### src/design/sdz_pkg.sv
// ----------------------------------------------------------------------------
// sdz_pkg
// shared types and constants for the sliding dot distance search
// ----------------------------------------------------------------------------
package sdz_pkg;

  localparam int unsigned MaxQuery  = 1024;
  localparam int unsigned MaxSeries = 1048576;
  localparam logic [31:0] BestStart = 32'd10000;

  localparam logic [1:0] CfgQueryLen = 2'd0;
  localparam logic [1:0] CfgQueryAvg = 2'd1;
  localparam logic [1:0] CfgQueryDev = 2'd2;

  typedef enum logic [2:0] {
    BkIdle,
    BkDot,
    BkMul,
    BkDiv,
    BkDone
  } bk_state_e;

  // request handed from front to back through the queue
  typedef struct packed {
    logic [31:0] value;
    logic [31:0] wavg;
    logic [31:0] wdev;
    logic [9:0]  cidx;
    logic        load;
    logic        restart;
    logic        window;
  } sdz_req_t;

endpackage

### src/design/sdz_front.sv
// ----------------------------------------------------------------------------
// sdz_front
// accepts items, classifies loads and samples into requests
// ----------------------------------------------------------------------------
module sdz_front #(
  parameter int unsigned MaxQuery = sdz_pkg::MaxQuery
) (
  input  logic                        clk_i,
  input  logic                        rst_ni,
  input  logic                        push_i,
  output logic                        full_o,
  input  logic                        action_i,
  input  logic [9:0]                  coef_index_i,
  input  logic [31:0]                 sample_value_i,
  input  logic [31:0]                 window_avg_i,
  input  logic [31:0]                 window_dev_i,
  input  logic                        restart_i,
  output logic                        q_valid_o,
  output sdz_pkg::sdz_req_t           q_req_o,
  input  logic                        q_pop_i,
  output logic                        pend_restart_o
);

  // two entry queue
  sdz_pkg::sdz_req_t ent_q [2];
  logic [1:0] cnt_q, cnt_d;
  logic       rd_q, rd_d, wr_q, wr_d;
  logic       acc, req_in, idx_ok;

  assign full_o = (cnt_q == 2'd2);
  assign acc    = push_i && !full_o;
  assign req_in = acc;
  assign idx_ok = ({22'd0, coef_index_i} < 32'(MaxQuery));

  assign q_valid_o      = (cnt_q != 2'd0);
  assign q_req_o        = ent_q[rd_q];
  assign pend_restart_o = 1'b0;

  always_comb begin
    cnt_d = cnt_q;
    rd_d  = rd_q;
    wr_d  = wr_q;
    if (req_in) begin
      wr_d = ~wr_q;
    end
    if (q_pop_i && q_valid_o) begin
      rd_d = ~rd_q;
    end
    cnt_d = cnt_q + {1'b0, req_in} - {1'b0, q_pop_i && q_valid_o};
  end

  always_ff @(posedge clk_i or negedge rst_ni) begin
    if (!rst_ni) begin
      cnt_q <= '0;
      rd_q  <= 1'b0;
      wr_q  <= 1'b0;
    end else begin
      cnt_q <= cnt_d;
      rd_q  <= rd_d;
      wr_q  <= wr_d;
    end
  end

  always_ff @(posedge clk_i) begin
    if (req_in) begin
      ent_q[wr_q] <= '{value: sample_value_i, wavg: window_avg_i, wdev: window_dev_i,
                       cidx: coef_index_i, load: !action_i && idx_ok,
                       restart: restart_i, window: action_i};
    end
  end

endmodule

### config.mk
export PLATFORM = sky130hd
export DESIGN_NAME = sdz_front
export DESIGN_NICKNAME = d
export VERILOG_FILES = /design/src/design/sdz_pkg.sv /design/src/design/sdz_front.sv
export SDC_FILE = /design/constraint.sdc
export NUM_CORES = 1
export LEC_CHECK = 0
export BUFFER_PORTS_ARGS = -buffer_cell sky130_fd_sc_hd__buf_2
export CORE_MARGIN = 1
export CORE_UTILIZATION = 45
export CTS_BUF_LIST = sky130_fd_sc_hd__clkbuf_8
export DETAILED_ROUTE_END_ITERATION = 10
export PLACE_DENSITY_LB_ADDON = 0.25
export SLEW_MARGIN = 20
export SYNTH_ARGS = -nofsm -noshare
export SYNTH_HDL_FRONTEND = slang
export SYNTH_SLANG_ARGS = --single-unit
### constraint.sdc
create_clock -name clk_i -period 10.56 [get_ports clk_i]
set_clock_uncertainty 0.2 [all_clocks]
set_input_delay 0 -clock clk_i [delete_from_list [all_inputs] [get_ports clk_i]]
set_output_delay 0 -clock clk_i [all_outputs]
set_load 0.01 [all_outputs]
Yosys cells after proc, flatten, opt, wreduce, memory -nomap -nowiden
Memory sizes are Yosys's and may differ from the RTL's. Index checks and enable logic that the tools add are counted.

Register bits after elaboration: 4. Bits in latches: 0. Memory bits (writable): 218. ROM bits: 0. Input bits: 112. Logic and storage cells: 16. Memories: 1.

$add $sub $neg: 2. $mul: 0. Div/mod/pow operators: 0. Order comparisons: 0. Eq/ne operators: 1. Shift operators: 0. Mux-type cells: 2. Bitwise logic cells: 2. Reductions and logical operators: 5.

Memories: ent_q (depth 2, bits a word 109, rd ports 1, clocked after Yosys merged registers in 0, write ports 1, RTL line sdz_front.sv:25) `sdz_pkg::sdz_req_t ent_q [2];`.

Operators by type and width (count): adder 2 x 1 -> 2 bit (1); == test 2 bit, second input constant (1); logical AND 1 bit (2); zero test 1 bit (2); 2-to-1 mux 1 bit (2); inverter 1 bit (2); nonzero test 2 bit (1); subtractor 2 x 1 -> 2 bit (1).

Longest topological paths before layout
Depth in word-level cells: 5. Gate-level depth with buffers: 7.

Least setup slack after synthesis
No wires, ideal clock.

Path kind: flip-flop to flip-flop. Start: reg cnt_q[1]. End: mem ent_q[0][0] in the netlist's numbering (enable). Library setup time: 0.578 ns. Data arrival time: 5.123 ns. Setup slack: 4.659 ns. Stages on the path, launching flop included: 4. Clock period less this slack: 5.901 ns. Cells stage by stage: dfrtp_1 nand2b_1 nand2_1 nor2_1.

Cells in the longest elaborated chain, start to end: 5.

RTL lines: from (decl) (RTL line sdz_front.sv:26) `logic [1:0] cnt_q, cnt_d;`; from (signal assigned) (RTL line sdz_front.sv:58) `cnt_q <= cnt_d;`; == test 2 bit (RTL line sdz_front.sv:30) `assign full_o = (cnt_q == 2'd2);`; zero test 1 bit (RTL line sdz_front.sv:31) `assign acc = push_i && !full_o;`; logical AND 1 bit (RTL line sdz_front.sv:31); 2-to-1 mux 1 bit (RTL line sdz_front.sv:65) `if (req_in) begin`; 2-to-1 mux 1 bit (not written as such) (RTL line sdz_front.sv:66) `ent_q[wr_q] <= '{value: sample_value_i, wavg: window_avg_i, wdev: window_dev_i,`; to (decl) (RTL line sdz_front.sv:25).

Every way passes these cells.

==> summary.md <==
| Metric | Value |
|---|---|
| RSZ-0062 raised after global routing | `false` |
| Reg clk slew, reported paths | `60 ps` |
| Hold WC Path Type | `primary input to flip-flop` |
| Commonest non-fill, non-tap cell in the layout | `buf_2` |
| GP Congestion | `0.708` |
| Final worst path period need | `2980 ps` |
| Placeable Area | `17500 um2` |
| Worst R2R End | `ent_q[1][15]$_DFFE_PP_` |
| Crit share post-route | `0.282` |
| Post-route ant nets | `0` |
| Layout cells sized above 1 | `0.501` |
| # Max-Cap Violations | `0` |
| Psw | `0.805 mW` |
| Router iterations before antenna repair | `4` |
| Max incr delay on CP | `850 ps` |
| DRT iter0 DRCs | `156` |
| Worst Path Required | `10360 ps` |
| Slowest cell on crit path | `dfrtp_4` |
| Final setup fails | `0` |
| Slew HR | `0.454` |
| Combinational power share | `0.296` |
| # DRC | `0` |
| Mapped Nets | `474` |
| TNS Setup | `0 ps` |
| Worst setup SP type | `flip-flop` |
| Ports | `224` |
| Via density | `4.71` |
| Cell variety after synth | `17` |
| H-tree depth | `2` |
| Reg-to-reg setup timing slack | `7900 ps` |
| Die ar. | `18600 um2` |
| Global-route wire length before repair | `24.7 mm` |
| CTS buffer count | `36` |
| Crit. Startpoint | `rd_q$_DFFE_PN0P_` |
| # Post-CTS Setup Buffers | `0` |
| Slew @ Worst Pin | `819 ps` |
| PortBufs | `222` |
| Synth warn | `0` |
| Total GRT Usage | `0.177` |
| Switching Share | `0.293` |
| RR Startpoint | `cnt_q[1]$_DFF_PN0_` |
| CP endpoint | `q_req_o[103]` |
| Clock Latency Late Sink | `500 ps` |
| Post-detailed-route wirelength per cell | `16.5 um` |
| Crit path max fanout | `60` |
| # fillers | `1220` |
| FP Rows | `48` |
| Area growth from synthesis to layout | `39.6%` |
| Clk buf depth | `3` |
| Root Driver | `clkbuf_8` |
| Starting density of the core | `0.465` |
| Buffer and inverter count on the worst path | `2` |
| Syn Area/Cell | `22.6 um2` |
| Clock sink count | `222` |
| Mapped Area | `8120 um2` |
| Pleak | `4.34 nW` |
| Clock network power share | `0.236` |
| Number of cells on the critical path | `3` |
| Min Hold Slack | `29.3 ps` |
| GR Overflow Total | `0` |
| Critical Path, Cell by Cell | `buf_4, mux2_2, buf_2` |
| Vias | `4638` |
| Status | `complete, no violations` |
| Vias in the first global route | `5048` |
| Fmax | `336 MHz` |
| Die W | `136 um` |
| Most frequent cells in the layout | `222 x buf_2, 218 x edfxtp_1, 130 x dlygate4sd3_1` |
| Final nets | `855` |
| Fin. Hold Viols | `0` |
| ANT cells | `0` |
| Critical path class | `flip-flop to output pin` |
| Initial antenna violation count | `0` |
| Critical path arrival | `2780 ps` |
| Hpwl dp | `9.42 mm` |
| Crit-path leading delay family | `buffers and inverters` |
| Cell Int Power | `1.94 mW` |
| Cell count after synthesis | `360` |
| Slew Viols, Final | `0` |
| CTS tree | `built` |
| Flops & latches, synth | `222` |
| WL final | `16.3 mm` |
| Seq pwr share | `0.469` |
| Worst R2R Path Depth | `3` |
| PwrDens | `242 nW/um2` |
| Post-synthesis sequential area ratio | `0.818` |
| CP endpoint kind | `output pin` |
| Pin count of the biggest net entering global routing | `61` |
| Worst VDD drop | `0.174 mV` |
| Die height | `136 um` |
==> flip-flops by register name, indices dropped and copies added (netlist names) <==
name	count
rd_q	1
cnt_q	2
ent_q	218
wr_q	1
==> how the worst min path moves through the flow <==
stage                  startpoint                 endpoint  cells after the start
2_1_floorplan              rst_ni       cnt_q[0]$_DFF_PN0_                      0
3_3_place_gp               rst_ni         wr_q$_DFFE_PN0N_                      1
3_5_place_dp               rst_ni       cnt_q[0]$_DFF_PN0_                      1
4_1_cts        sample_value_i[28]  ent_q[1][105]$_DFFE_PP_                      2
5_1_grt           window_avg_i[1]   ent_q[1][46]$_DFFE_PP_                      2
6_report         window_avg_i[29]   ent_q[1][74]$_DFFE_PP_                      2
==> final cells by class <==
cell class	instances	area, um2	area share
clock inverter	19	100	0.00883
tap	225	282	0.0248
timing repair buffer	356	2440	0.215
sequential	222	6650	0.587
clock buffer	37	509	0.0449
multi-input combinational	122	1340	0.118
inverter	3	11.3	0.000994
==> synthesized netlist by cell type <==
cell type	number	area [um2]
xor2_1	1	8.76
and2_4	1	8.76
buf_2	1	5.00
nand2b_1	1	6.26
and3_1	1	6.26
buf_4	1	7.51
ha_1	2	25.0
inv_1	3	11.3
dfrtp_1	4	100
xnor2_1	3	26.3
nor2_1	1	3.75
or2_2	1	6.26
edfxtp_1	218	6550
mux2_2	109	1230
nand2_1	1	3.75
conb_1	1	3.75
buf_6	11	124
==> worst register-to-register path, stage by stage (launching register included) <==
cell	delay (ps)
dfrtp_1	400
nand2b_1	130
and3_4	710
buf_4	770
==> cells by family (layout without fill, tap and decap cells) <==
kind of cell	Yosys count	in the layout	synth area share
and+or+nand+nor	6	6	0.00432
muxes	109	109	0.151
DFF	222	222	0.818
other	1	1	0.000462
buffers and inverters	16	415	0.0182
adders and majority gates	2	2	0.00308
xor gates and xnor gates	4	4	0.00432
==> metrics by stage <==
step | power, mW | cells | instance area, um2 | worst slack [ps] | util
final | 2.75 | 984 | 11300 | 7580 | 0.648
after global placement | 2.06 | 798 | 9420 | 7980 | 0.539
after detailed placement | 2.09 | 798 | 9420 | 7940 | 0.539
after floorplan | 1.83 | 360 | 8120 | 4660 | -
after global routing | 2.89 | 984 | 11300 | 7430 | 0.648
after CTS | 2.78 | 984 | 11300 | 7530 | 0.648
==> what timing repair did <==
action / in CTS / in global routing
gates resized for setup: 0 / 0
hold buffers: 130 / 0
hold endpoints to repair: 226 / 0
==> power by group through the flow <==
stage | combinational [mW] | clock [mW] | sequential, mW
after floorplan | 0.554 | 0 | 1.28
after global placement | 0.771 | 0 | 1.29
after detailed placement | 0.778 | 0 | 1.31
after CTS | 0.821 | 0.667 | 1.29
after global routing | 0.879 | 0.705 | 1.31
final | 0.813 | 0.648 | 1.29
==> per-layer routing <==
metal | global-route usage | routed length, um | vias to the layer above
met5 | 0 | 0 | -
met4 | 0.0753 | 391 | 0
met3 | 0.0634 | 1370 | 38
met2 | 0.318 | 8520 | 182
met1 | 0.185 | 5980 | 2231
li1 | - | - | 2187
Power figures use the tool's default switching activity.
